--- src/rppd_pkg.sv ---
// Shared widths, constants and beat types of the radial profile block.
package rppd_pkg;

	localparam int VALUE_WIDTH   = 32;
	localparam int FRACTION_BITS = 16;
	localparam int INDEX_WIDTH   = 16;
	localparam int CFG_WIDTH     = 8;

	// magnitudes of differences and of 2*|v| need one bit more than a value
	localparam int MAG_WIDTH  = VALUE_WIDTH + 1;
	// dividend is a magnitude shifted up by the fraction bits; quotient is as wide
	localparam int NUM_WIDTH  = MAG_WIDTH + FRACTION_BITS;
	localparam int SUM_WIDTH  = NUM_WIDTH + 1;
	localparam int STEP_WIDTH = $clog2(NUM_WIDTH);

	localparam logic [CFG_WIDTH-1:0]   CFG_RESET = CFG_WIDTH'(2);
	localparam logic [VALUE_WIDTH-2:0] SAT_MAX   = '1;

	typedef logic signed [VALUE_WIDTH-1:0] value_t;

	typedef struct packed {
		logic signed [VALUE_WIDTH-1:0] radius;
		logic signed [VALUE_WIDTH-1:0] velocity;
		logic                          last_sample;
	} sample_t;

	typedef struct packed {
		logic signed [VALUE_WIDTH-1:0] peak_radius;
		logic        [VALUE_WIDTH-2:0] peak_speed;
		logic signed [VALUE_WIDTH-1:0] div_radius;
		logic signed [VALUE_WIDTH-1:0] div_velocity;
		logic        [VALUE_WIDTH-2:0] div_peak;
		logic                          zero_divisor_seen;
	} result_t;

endpackage

--- src/rppd_divider.sv ---
// Bit-serial restoring divider, one quotient bit per cycle.
module rppd_divider import rppd_pkg::*; (
	input  logic                 clk,
	input  logic                 arst_n,
	input  logic                 start,
	input  logic [NUM_WIDTH-1:0] numerator,
	input  logic [MAG_WIDTH-1:0] divisor,
	output logic [NUM_WIDTH-1:0] quotient,
	output logic                 done
);

	// dividend shifts out at the top while quotient bits shift in at the bottom
	logic [NUM_WIDTH-1:0]  nq_q;
	logic [MAG_WIDTH-1:0]  rem_q;
	logic [MAG_WIDTH-1:0]  den_q;
	logic [STEP_WIDTH-1:0] count_q;
	logic                  busy_q;
	logic                  done_q;

	logic [MAG_WIDTH:0]   rem_shift;
	logic [MAG_WIDTH:0]   rem_diff;
	logic                 fits;

	assign rem_shift = {rem_q, nq_q[NUM_WIDTH-1]};
	assign rem_diff  = rem_shift - {1'b0, den_q};
	assign fits      = rem_shift >= {1'b0, den_q};

	always_ff @(posedge clk or negedge arst_n) begin
		if (!arst_n) begin
			busy_q  <= 1'b0;
			done_q  <= 1'b0;
			count_q <= '0;
		end else begin
			done_q <= 1'b0;
			if (start) begin
				busy_q  <= 1'b1;
				count_q <= STEP_WIDTH'(NUM_WIDTH - 1);
			end else if (busy_q) begin
				if (count_q == '0) begin
					busy_q <= 1'b0;
					done_q <= 1'b1;
				end else begin
					count_q <= count_q - 1'b1;
				end
			end
		end
	end

	always_ff @(posedge clk) begin
		if (start) begin
			nq_q  <= numerator;
			rem_q <= '0;
			den_q <= divisor;
		end else if (busy_q) begin
			nq_q  <= {nq_q[NUM_WIDTH-2:0], fits};
			rem_q <= fits ? rem_diff[MAG_WIDTH-1:0] : rem_shift[MAG_WIDTH-1:0];
		end
	end

	assign quotient = nq_q;
	assign done     = done_q;

endmodule

--- src/radial_profile_peak_and_divergence.sv ---
// Top level: radial profile peak speed and spherical divergence tracker.
//
// Input channel (in_valid/in_ready/in_data): one beat per (radius, velocity) sample in
// signed Q16.16; last_sample closes the profile. Output channel (out_valid/out_ready/
// out_data): one beat per profile, produced on its last sample.
// Config: cfg_we/cfg_data write first_center_index at once; write it only while idle.
// Samples are taken one at a time: a sample whose window is evaluated passes PREP,
// DIV, SUM, UPD and FIN, waiting in DIV for the two 49-step bit-serial dividers that
// run side by side (2*v2/r2 and dv/dr); a sample with no window, or a zero divisor,
// goes from PREP straight to FIN. The result beat is loaded into the output register
// in FIN of the last sample.
// A pending result sits in the output register; the next profile is accepted while it
// waits, and only the next profile's last sample stalls until the receiver takes it.
// Reset (arst_n low) clears all stream state, drops out_valid and sets
// first_center_index back to 2.
module radial_profile_peak_and_divergence import rppd_pkg::*; (
	input  logic                 clk,
	input  logic                 arst_n,
	input  logic                 in_valid,
	output logic                 in_ready,
	input  sample_t              in_data,
	output logic                 out_valid,
	input  logic                 out_ready,
	output result_t              out_data,
	input  logic                 cfg_we,
	input  logic [CFG_WIDTH-1:0] cfg_data
);

	typedef enum logic [2:0] {
		S_IDLE,
		S_PREP,
		S_DIV,
		S_SUM,
		S_UPD,
		S_FIN
	} state_t;

	state_t                 state_q;
	logic [CFG_WIDTH-1:0]   cfg_q;

	// held sample and the two before it
	sample_t                smp_q;
	value_t                 older_radius_q;
	value_t                 older_velocity_q;
	value_t                 prior_radius_q;
	value_t                 prior_velocity_q;
	logic [INDEX_WIDTH-1:0] index_q;

	// running bests
	logic [VALUE_WIDTH-1:0] best_speed_q;
	value_t                 best_speed_radius_q;
	logic [VALUE_WIDTH-2:0] best_div_q;
	value_t                 best_div_radius_q;
	value_t                 best_div_velocity_q;
	logic                   zero_flag_q;

	// window arithmetic
	logic                   neg_a_q;
	logic                   neg_b_q;
	logic [SUM_WIDTH-1:0]   mag_q;

	logic                   out_valid_q;
	result_t                out_q;

	// ---- window eligibility ----
	// a register value of zero behaves as one: the centre needs an older sample
	logic [CFG_WIDTH:0]     centre_min;
	logic                   eligible;

	assign centre_min = (cfg_q == '0) ? (CFG_WIDTH + 1)'(1) : {1'b0, cfg_q};
	// centre is the previous sample, index index_q - 1
	assign eligible   = index_q > INDEX_WIDTH'(centre_min);

	// ---- operand preparation ----
	value_t                 r1, r2, r3, v1, v2, v3;
	logic [MAG_WIDTH-1:0]   r1x, r2x, r3x, v1x, v2x, v3x;
	logic [MAG_WIDTH-1:0]   dr_up, dr_dn, dv_up, dv_dn;
	logic [MAG_WIDTH-1:0]   dr, dv, r2_mag, v2_mag, m2;
	logic                   dr_neg, dv_neg, zero_div;
	logic [NUM_WIDTH-1:0]   num_a, num_b;
	logic                   div_start;

	assign r1 = older_radius_q;
	assign r2 = prior_radius_q;
	assign r3 = smp_q.radius;
	assign v1 = older_velocity_q;
	assign v2 = prior_velocity_q;
	assign v3 = smp_q.velocity;

	assign r1x = {r1[VALUE_WIDTH-1], r1};
	assign r2x = {r2[VALUE_WIDTH-1], r2};
	assign r3x = {r3[VALUE_WIDTH-1], r3};
	assign v1x = {v1[VALUE_WIDTH-1], v1};
	assign v2x = {v2[VALUE_WIDTH-1], v2};
	assign v3x = {v3[VALUE_WIDTH-1], v3};

	// both orders in parallel, pick the non-negative one
	assign dr_up  = r3x - r1x;
	assign dr_dn  = r1x - r3x;
	assign dv_up  = v3x - v1x;
	assign dv_dn  = v1x - v3x;
	assign dr_neg = r3 < r1;
	assign dv_neg = v3 < v1;
	assign dr     = dr_neg ? dr_dn : dr_up;
	assign dv     = dv_neg ? dv_dn : dv_up;

	assign r2_mag = r2[VALUE_WIDTH-1] ? ('0 - r2x) : r2x;
	assign v2_mag = v2[VALUE_WIDTH-1] ? ('0 - v2x) : v2x;
	// |v2| <= 2^31, so doubling still fits the magnitude width
	assign m2     = {v2_mag[MAG_WIDTH-2:0], 1'b0};

	assign num_a  = {m2, {FRACTION_BITS{1'b0}}};
	assign num_b  = {dv, {FRACTION_BITS{1'b0}}};

	assign zero_div  = (r2 == '0) || (r3 == r1);
	assign div_start = (state_q == S_PREP) && eligible && !zero_div;

	// ---- dividers: 2*v2/r2 and dv/dr ----
	// quotients stay below 2^49, within the quotient width, so no clamp is needed
	logic [NUM_WIDTH-1:0]   qa, qb;
	logic                   done_a, done_b;

	rppd_divider u_div_a (
		.clk       (clk),
		.arst_n    (arst_n),
		.start     (div_start),
		.numerator (num_a),
		.divisor   (r2_mag),
		.quotient  (qa),
		.done      (done_a)
	);

	rppd_divider u_div_b (
		.clk       (clk),
		.arst_n    (arst_n),
		.start     (div_start),
		.numerator (num_b),
		.divisor   (dr),
		.quotient  (qb),
		.done      (done_b)
	);

	// ---- |qa +- qb| and saturation ----
	logic [SUM_WIDTH-1:0]   sum_add, sum_ab, sum_ba, mag_next;
	logic [VALUE_WIDTH-2:0] div_sat;

	assign sum_add  = {1'b0, qa} + {1'b0, qb};
	assign sum_ab   = {1'b0, qa} - {1'b0, qb};
	assign sum_ba   = {1'b0, qb} - {1'b0, qa};
	assign mag_next = (neg_a_q == neg_b_q) ? sum_add : ((qa >= qb) ? sum_ab : sum_ba);
	assign div_sat  = (mag_q[SUM_WIDTH-1:VALUE_WIDTH-1] != '0) ? SAT_MAX
		: mag_q[VALUE_WIDTH-2:0];

	// ---- peak speed ----
	// most negative velocity gives 2^31: it wins compares, reported as 2^31-1
	logic [VALUE_WIDTH-1:0] vel_bits, speed, best_speed_n;
	value_t                 best_speed_radius_n;
	logic [VALUE_WIDTH-2:0] peak_speed_n;
	logic                   take_speed;
	logic                   out_free;
	logic                   out_load;

	assign vel_bits            = smp_q.velocity;
	assign speed               = vel_bits[VALUE_WIDTH-1] ? ('0 - vel_bits) : vel_bits;
	assign take_speed          = (index_q == '0) || (speed > best_speed_q);
	assign best_speed_n        = take_speed ? speed : best_speed_q;
	assign best_speed_radius_n = take_speed ? smp_q.radius : best_speed_radius_q;
	assign peak_speed_n        = best_speed_n[VALUE_WIDTH-1] ? SAT_MAX
		: best_speed_n[VALUE_WIDTH-2:0];
	assign out_free            = !out_valid_q || out_ready;
	// result beat loaded on the last sample once the output register is free
	assign out_load            = (state_q == S_FIN) && smp_q.last_sample && out_free;

	// ---- control and stream state ----
	always_ff @(posedge clk or negedge arst_n) begin
		if (!arst_n) begin
			state_q             <= S_IDLE;
			cfg_q               <= CFG_RESET;
			older_radius_q      <= '0;
			older_velocity_q    <= '0;
			prior_radius_q      <= '0;
			prior_velocity_q    <= '0;
			index_q             <= '0;
			best_speed_q        <= '0;
			best_speed_radius_q <= '0;
			best_div_q          <= '0;
			best_div_radius_q   <= '0;
			best_div_velocity_q <= '0;
			zero_flag_q         <= 1'b0;
			out_valid_q         <= 1'b0;
			out_q               <= '0;
		end else begin
			if (cfg_we) begin
				cfg_q <= cfg_data;
			end
			if (out_load) begin
				out_valid_q <= 1'b1;
			end else if (out_ready) begin
				out_valid_q <= 1'b0;
			end
			unique case (state_q)
				S_IDLE: begin
					if (in_valid) begin
						state_q <= S_PREP;
					end
				end
				S_PREP: begin
					if (eligible && !zero_div) begin
						state_q <= S_DIV;
					end else begin
						// no window or zero divisor: skip to FIN; only a zero divisor raises the flag
						if (eligible) begin
							zero_flag_q <= 1'b1;
						end
						state_q <= S_FIN;
					end
				end
				S_DIV: begin
					if (done_a && done_b) begin
						state_q <= S_SUM;
					end
				end
				S_SUM: begin
					state_q <= S_UPD;
				end
				S_UPD: begin
					// strictly greater only: an equal later window keeps the first
					if (div_sat > best_div_q) begin
						best_div_q          <= div_sat;
						best_div_radius_q   <= prior_radius_q;
						best_div_velocity_q <= prior_velocity_q;
					end
					state_q <= S_FIN;
				end
				S_FIN: begin
					if (!smp_q.last_sample) begin
						best_speed_q        <= best_speed_n;
						best_speed_radius_q <= best_speed_radius_n;
						older_radius_q      <= prior_radius_q;
						older_velocity_q    <= prior_velocity_q;
						prior_radius_q      <= smp_q.radius;
						prior_velocity_q    <= smp_q.velocity;
						if (index_q != '1) begin
							index_q <= index_q + 1'b1;
						end
						state_q <= S_IDLE;
					end else if (out_free) begin
						out_q.peak_radius           <= best_speed_radius_n;
						out_q.peak_speed            <= peak_speed_n;
						out_q.div_radius            <= best_div_radius_q;
						out_q.div_velocity          <= best_div_velocity_q;
						out_q.div_peak              <= best_div_q;
						out_q.zero_divisor_seen     <= zero_flag_q;
						// profile closed: back to a clean stream
						older_radius_q      <= '0;
						older_velocity_q    <= '0;
						prior_radius_q      <= '0;
						prior_velocity_q    <= '0;
						index_q             <= '0;
						best_speed_q        <= '0;
						best_speed_radius_q <= '0;
						best_div_q          <= '0;
						best_div_radius_q   <= '0;
						best_div_velocity_q <= '0;
						zero_flag_q         <= 1'b0;
						state_q             <= S_IDLE;
					end
				end
				default: begin
					state_q <= S_IDLE;
				end
			endcase
		end
	end

	// payload registers, no reset
	always_ff @(posedge clk) begin
		if (state_q == S_IDLE && in_valid) begin
			smp_q <= in_data;
		end
		if (state_q == S_PREP) begin
			neg_a_q <= v2[VALUE_WIDTH-1] ^ r2[VALUE_WIDTH-1];
			neg_b_q <= dv_neg ^ dr_neg;
		end
		if (state_q == S_SUM) begin
			mag_q <= mag_next;
		end
	end

	assign in_ready  = (state_q == S_IDLE);
	assign out_valid = out_valid_q;
	assign out_data  = out_q;

endmodule

--- config.mk ---
export PLATFORM = sky130hd
export DESIGN_NAME = radial_profile_peak_and_divergence
export DESIGN_NICKNAME = d
export VERILOG_FILES = /design/src/rppd_pkg.sv /design/src/rppd_divider.sv /design/src/radial_profile_peak_and_divergence.sv
export SDC_FILE = /design/constraint.sdc
export NUM_CORES = 2
export LEC_CHECK = 0
export BUFFER_PORTS_ARGS = -buffer_cell sky130_fd_sc_hd__buf_2
export CELL_PAD_IN_SITES_DETAIL_PLACEMENT = 1
export CELL_PAD_IN_SITES_GLOBAL_PLACEMENT = 1
export CORE_UTILIZATION = 52
export DETAILED_ROUTE_END_ITERATION = 10
export HOLD_SLACK_MARGIN = 0.02
export PLACE_DENSITY_LB_ADDON = 0.1
export SYNTH_ARGS = -nofsm -noshare
export SYNTH_HDL_FRONTEND = slang
export SYNTH_SLANG_ARGS = --single-unit
--- constraint.sdc ---
create_clock -name clk -period 12.75 [get_ports clk]
set_clock_uncertainty 0.1 [all_clocks]
set_input_delay 1.9125 -clock clk [delete_from_list [all_inputs] [get_ports clk]]
set_output_delay 1.9125 -clock clk [all_outputs]
set_load 0.02 [all_outputs]
==> flow_metrics.py <==
metrics = {
    "outcome": {
        "status": "finished, final reports clean",
    },
    "drt": {
        "drc": 0,
        "vias": 47100,
        "firstDrtPassIters": 5,
        "drt_iter0_markers": 3744,
        "vias_per_cell": 6.14,
        "postRouteAntennaNets": 0,
        "wl_per_cell_um": 23.9,
        "routed_wl_um": 183000,
    },
    "power_and_ir_drop": {
        "total_power_mw": 15.0,
        "p_per_area_nw_per_um2": 257,
        "vdd_drop_max_v": 0.000162,
        "p_leak_nw": 26.2,
    },
    "logic_synthesis": {
        "synthesis.nets": 6679,
        "ys_top_cells_by_count": "nand2_1, o21ai_0, dfrtp_1",
        "syn_area_per_cell_um2": 8.64,
        "synth_edf_count": 248,
        "ys_ff_latch": 838,
        "yosys-top-cells-area": "dfrtp_1, edfxtp_1, ha_1, nand2_1, o21ai_0",
        "yosys.area.top_type_share_pct": 23.0,
        "synth_flop_cell": "dfrtp_1",
        "seq_area_frac_synth_pct": 40.7,
        "async_flop_share_pct": 58.6,
        "ys_types": 103,
        "synth_top_cell_by_area": "dfrtp_1",
        "yosysWarnings": 0,
        "syn_area_um2": 53300,
        "yosys.cell_count.top_type": "nand2_1",
        "netlist_instances": 6171,
    },
    "cts": {
        "clock_sinks": 838,
        "cts_buffers": 93,
        "clk_pin_slew_ns": 0.07,
        "cts_buffer_depth": 3,
        "ctsResizeCount": 0,
        "cts_tree": "built",
        "htreeDepth": 3,
        "cts-root-buf": "clkbuf_16",
        "post_cts_buffers": 0,
        "ctsHoldBuffers": 0,
        "clk_latency_ns": 0.70,
    },
    "critical_path": {
        "crit_path_end": "best_speed_radius_q[3]$_DFFE_PN0P_",
        "crit_required_ns": 13.23,
        "regToRegSetupSlack_ns": 6.51,
        "cp_cell_sequence": "nor4_1 -> nand4_1 -> or4_1 -> or3_1 -> nand2b_1 -> o31ai_1 -> xnor2_1 -> ha_1 -> a21oi_1 -> nor2b_1 -> o21ai_0 -> o211ai_1 -> a221oi_1 -> a31o_2 -> buf_4 -> clkinv_1 -> buf_4 -> o21ai_4 -> buf_4 -> nand2_1 -> o21ai_0",
        "crit_start": "v3[6]$_DFFE_PP_",
        "critPathCaptureType": "register",
        "crit_path_top_delay_cell": "buf_4",
        "cp_common_cell": "buf_4",
        "max_stage_delay_ns": 0.58,
        "path_class": "register to register",
        "arrival_ns": 6.72,
        "reg2reg_from": "v3[6]$_DFFE_PP_",
        "timing.rr.end": "best_speed_radius_q[3]$_DFFE_PN0P_",
        "critPathLaunchType": "register",
        "rr_worst_depth": 21,
        "path_max_fanout": 64,
    },
    "timing": {
        "rsz0062_at_grt": "false",
        "slew_viol_final": 0,
        "worst_pin_slew_ns": 1.36,
        "hold_viol_final": 0,
        "slew-limit-headroom_pct": 9.25,
        "max_freq_mhz": 160,
        "tns_ns": 0,
        "final-setup-viol-count": 0,
        "timing.final.crit_share_pct": 49.0,
        "fin_crit_ns": 6.24,
        "setup_ws_ns": 6.51,
    },
    "place": {
        "gp_congestion": 0.977,
        "pre_cts_ws_ns": 6.60,
        "placedCellCount": 7484,
        "place_area_um2": 55300,
        "dpl.hpwl_um": 137000,
        "io_buffers": 238,
    },
    "layout": {
        "fillCellCount": 12000,
        "nNetsFinal": 6719,
        "final_cell_count_no_fill": 7661,
        "syn2layout_area_growth_pct": 9.75,
        "drive_gt1_share_pct": 7.95,
        "final_area_um2": 58500,
    },
    "floorplan": {
        "ioPinCount": 239,
        "die_area_um2": 104000,
        "start_util_pct": 52.4,
        "die_w_um": 322,
        "num_rows": 117,
        "core_area_um2": 102000,
        "die_h_um": 322,
    },
    "global_route": {
        "grt-ovfl-total": 0,
        "first_global_vias": 48200,
        "grt_pass1_wl_um": 285000,
        "grt_max_degree": 180,
        "antenna_found_initial": 6,
        "grt.total_usage_pct": 35.1,
    },
    "min_path": {
        "hp-class": "register to register",
    },
    "job": {
        "drv_cap": 0,
    },
}
-- how the worst min path moves through the flow --
stage / from / to / slack, ns / depth (start not counted)
2_1_floorplan: best_div_velocity_q[0]$_DFFE_PN0P_ / out_data[32]$_DFFE_PN0P_ / 0.34 / 2
3_3_place_gp: best_div_velocity_q[9]$_DFFE_PN0P_ / out_data[41]$_DFFE_PN0P_ / 0.35 / 2
3_5_place_dp: best_div_velocity_q[16]$_DFFE_PN0P_ / out_data[48]$_DFFE_PN0P_ / 0.36 / 2
4_1_cts: best_div_velocity_q[16]$_DFFE_PN0P_ / out_data[48]$_DFFE_PN0P_ / 0.35 / 2
5_1_grt: best_div_velocity_q[0]$_DFFE_PN0P_ / out_data[32]$_DFFE_PN0P_ / 0.39 / 2
6_report: best_div_velocity_q[16]$_DFFE_PN0P_ / out_data[48]$_DFFE_PN0P_ / 0.36 / 2
-- final cells by class --
cell class | count | area [um2] | area share [%]
clock buffer | 134 | 2740 | 4.68
sequential | 838 | 21700 | 37.1
antenna | 2 | 5.00 | 0.00855
inverter | 484 | 1820 | 3.11
clock inverter | 41 | 447 | 0.763
timing repair buffer | 282 | 1560 | 2.66
tap | 1368 | 1710 | 2.93
multi-input combinational | 4512 | 28500 | 48.7
-- through the flow --
stage | hold slack [ns] | utilization, %
6_report | 0.361 | 57.5
5_1_grt | 0.387 | 57.5
4_1_cts | 0.354 | 57.5
3_5_place_dp | 0.358 | 54.4
3_3_place_gp | 0.349 | 54.4
2_1_floorplan | 0.339 | -
-- registers in the layout, summed over array words and instances (netlist names), 33 cells and up --
| signal | count |
|---|---|
| mag_q | 50 |
| u_div_a.den_q | 33 |
| u_div_b.rem_q | 33 |
| u_div_a.rem_q | 33 |
| u_div_a.quotient | 49 |
| out_data | 159 |
| u_div_b.quotient | 49 |
| u_div_b.den_q | 33 |
-- power by group --
group          internal (mW)  switching, mW  leakage [nW]
combinational           2.62           4.90          15.2
clock                   1.63           1.20          1.56
sequential              3.77          0.912          9.38
total                   8.02           7.02          26.2
-- critical path, delay by kind of cell (launching register included) --
family | cells | cell delay (ns)
AOI/OAI and AO/OA | 8 | 1.49
DFF | 1 | 0.46
adders and majority gates | 1 | 0.30
xor gates and xnor gates | 1 | 0.22
buffers and inverters | 4 | 1.40
and+or+nand+nor | 7 | 2.13
-- metal layers --
metal | part of all wire (%) | global-route usage (%)
met5 | 0.015 | 0
met4 | 2.9 | 11.2
met3 | 5.8 | 4.60
met2 | 46 | 56.0
met1 | 45 | 49.4
-- placed cells by master, fill, tap and decap left out, types with 24 or more instances in the layout --
cell,instances
o21ai_0,599
nand2b_1,75
buf_4,42
dfrtp_1,488
inv_1,479
a21o_1,174
nor4_1,33
buf_2,237
nor2b_1,48
o31ai_1,77
nor2_1,400
nor3_1,86
o22ai_1,53
ha_1,421
nand3_1,125
edfxtp_1,248
and3_1,24
o21bai_1,78
a31oi_1,97
dfxtp_1,99
mux2i_1,85
or3_1,26
xnor2_1,182
xor2_1,87
a21oi_1,435
o21a_1,35
clkbuf_16,100
a211oi_1,45
nand2_1,900
nand4_1,75
o211ai_1,27
-- logic make-up after synthesis --
logic type,share of synthesized area (%)
and+or+nand+nor,15.9
AOI/OAI and AO/OA,21.0
DFF,40.7
buffers and inverters,5.99
adders and majority gates,10.2
xor gates and xnor gates,4.45
muxes,1.74
other,0.00703
Power figures use the tool's default switching activity.
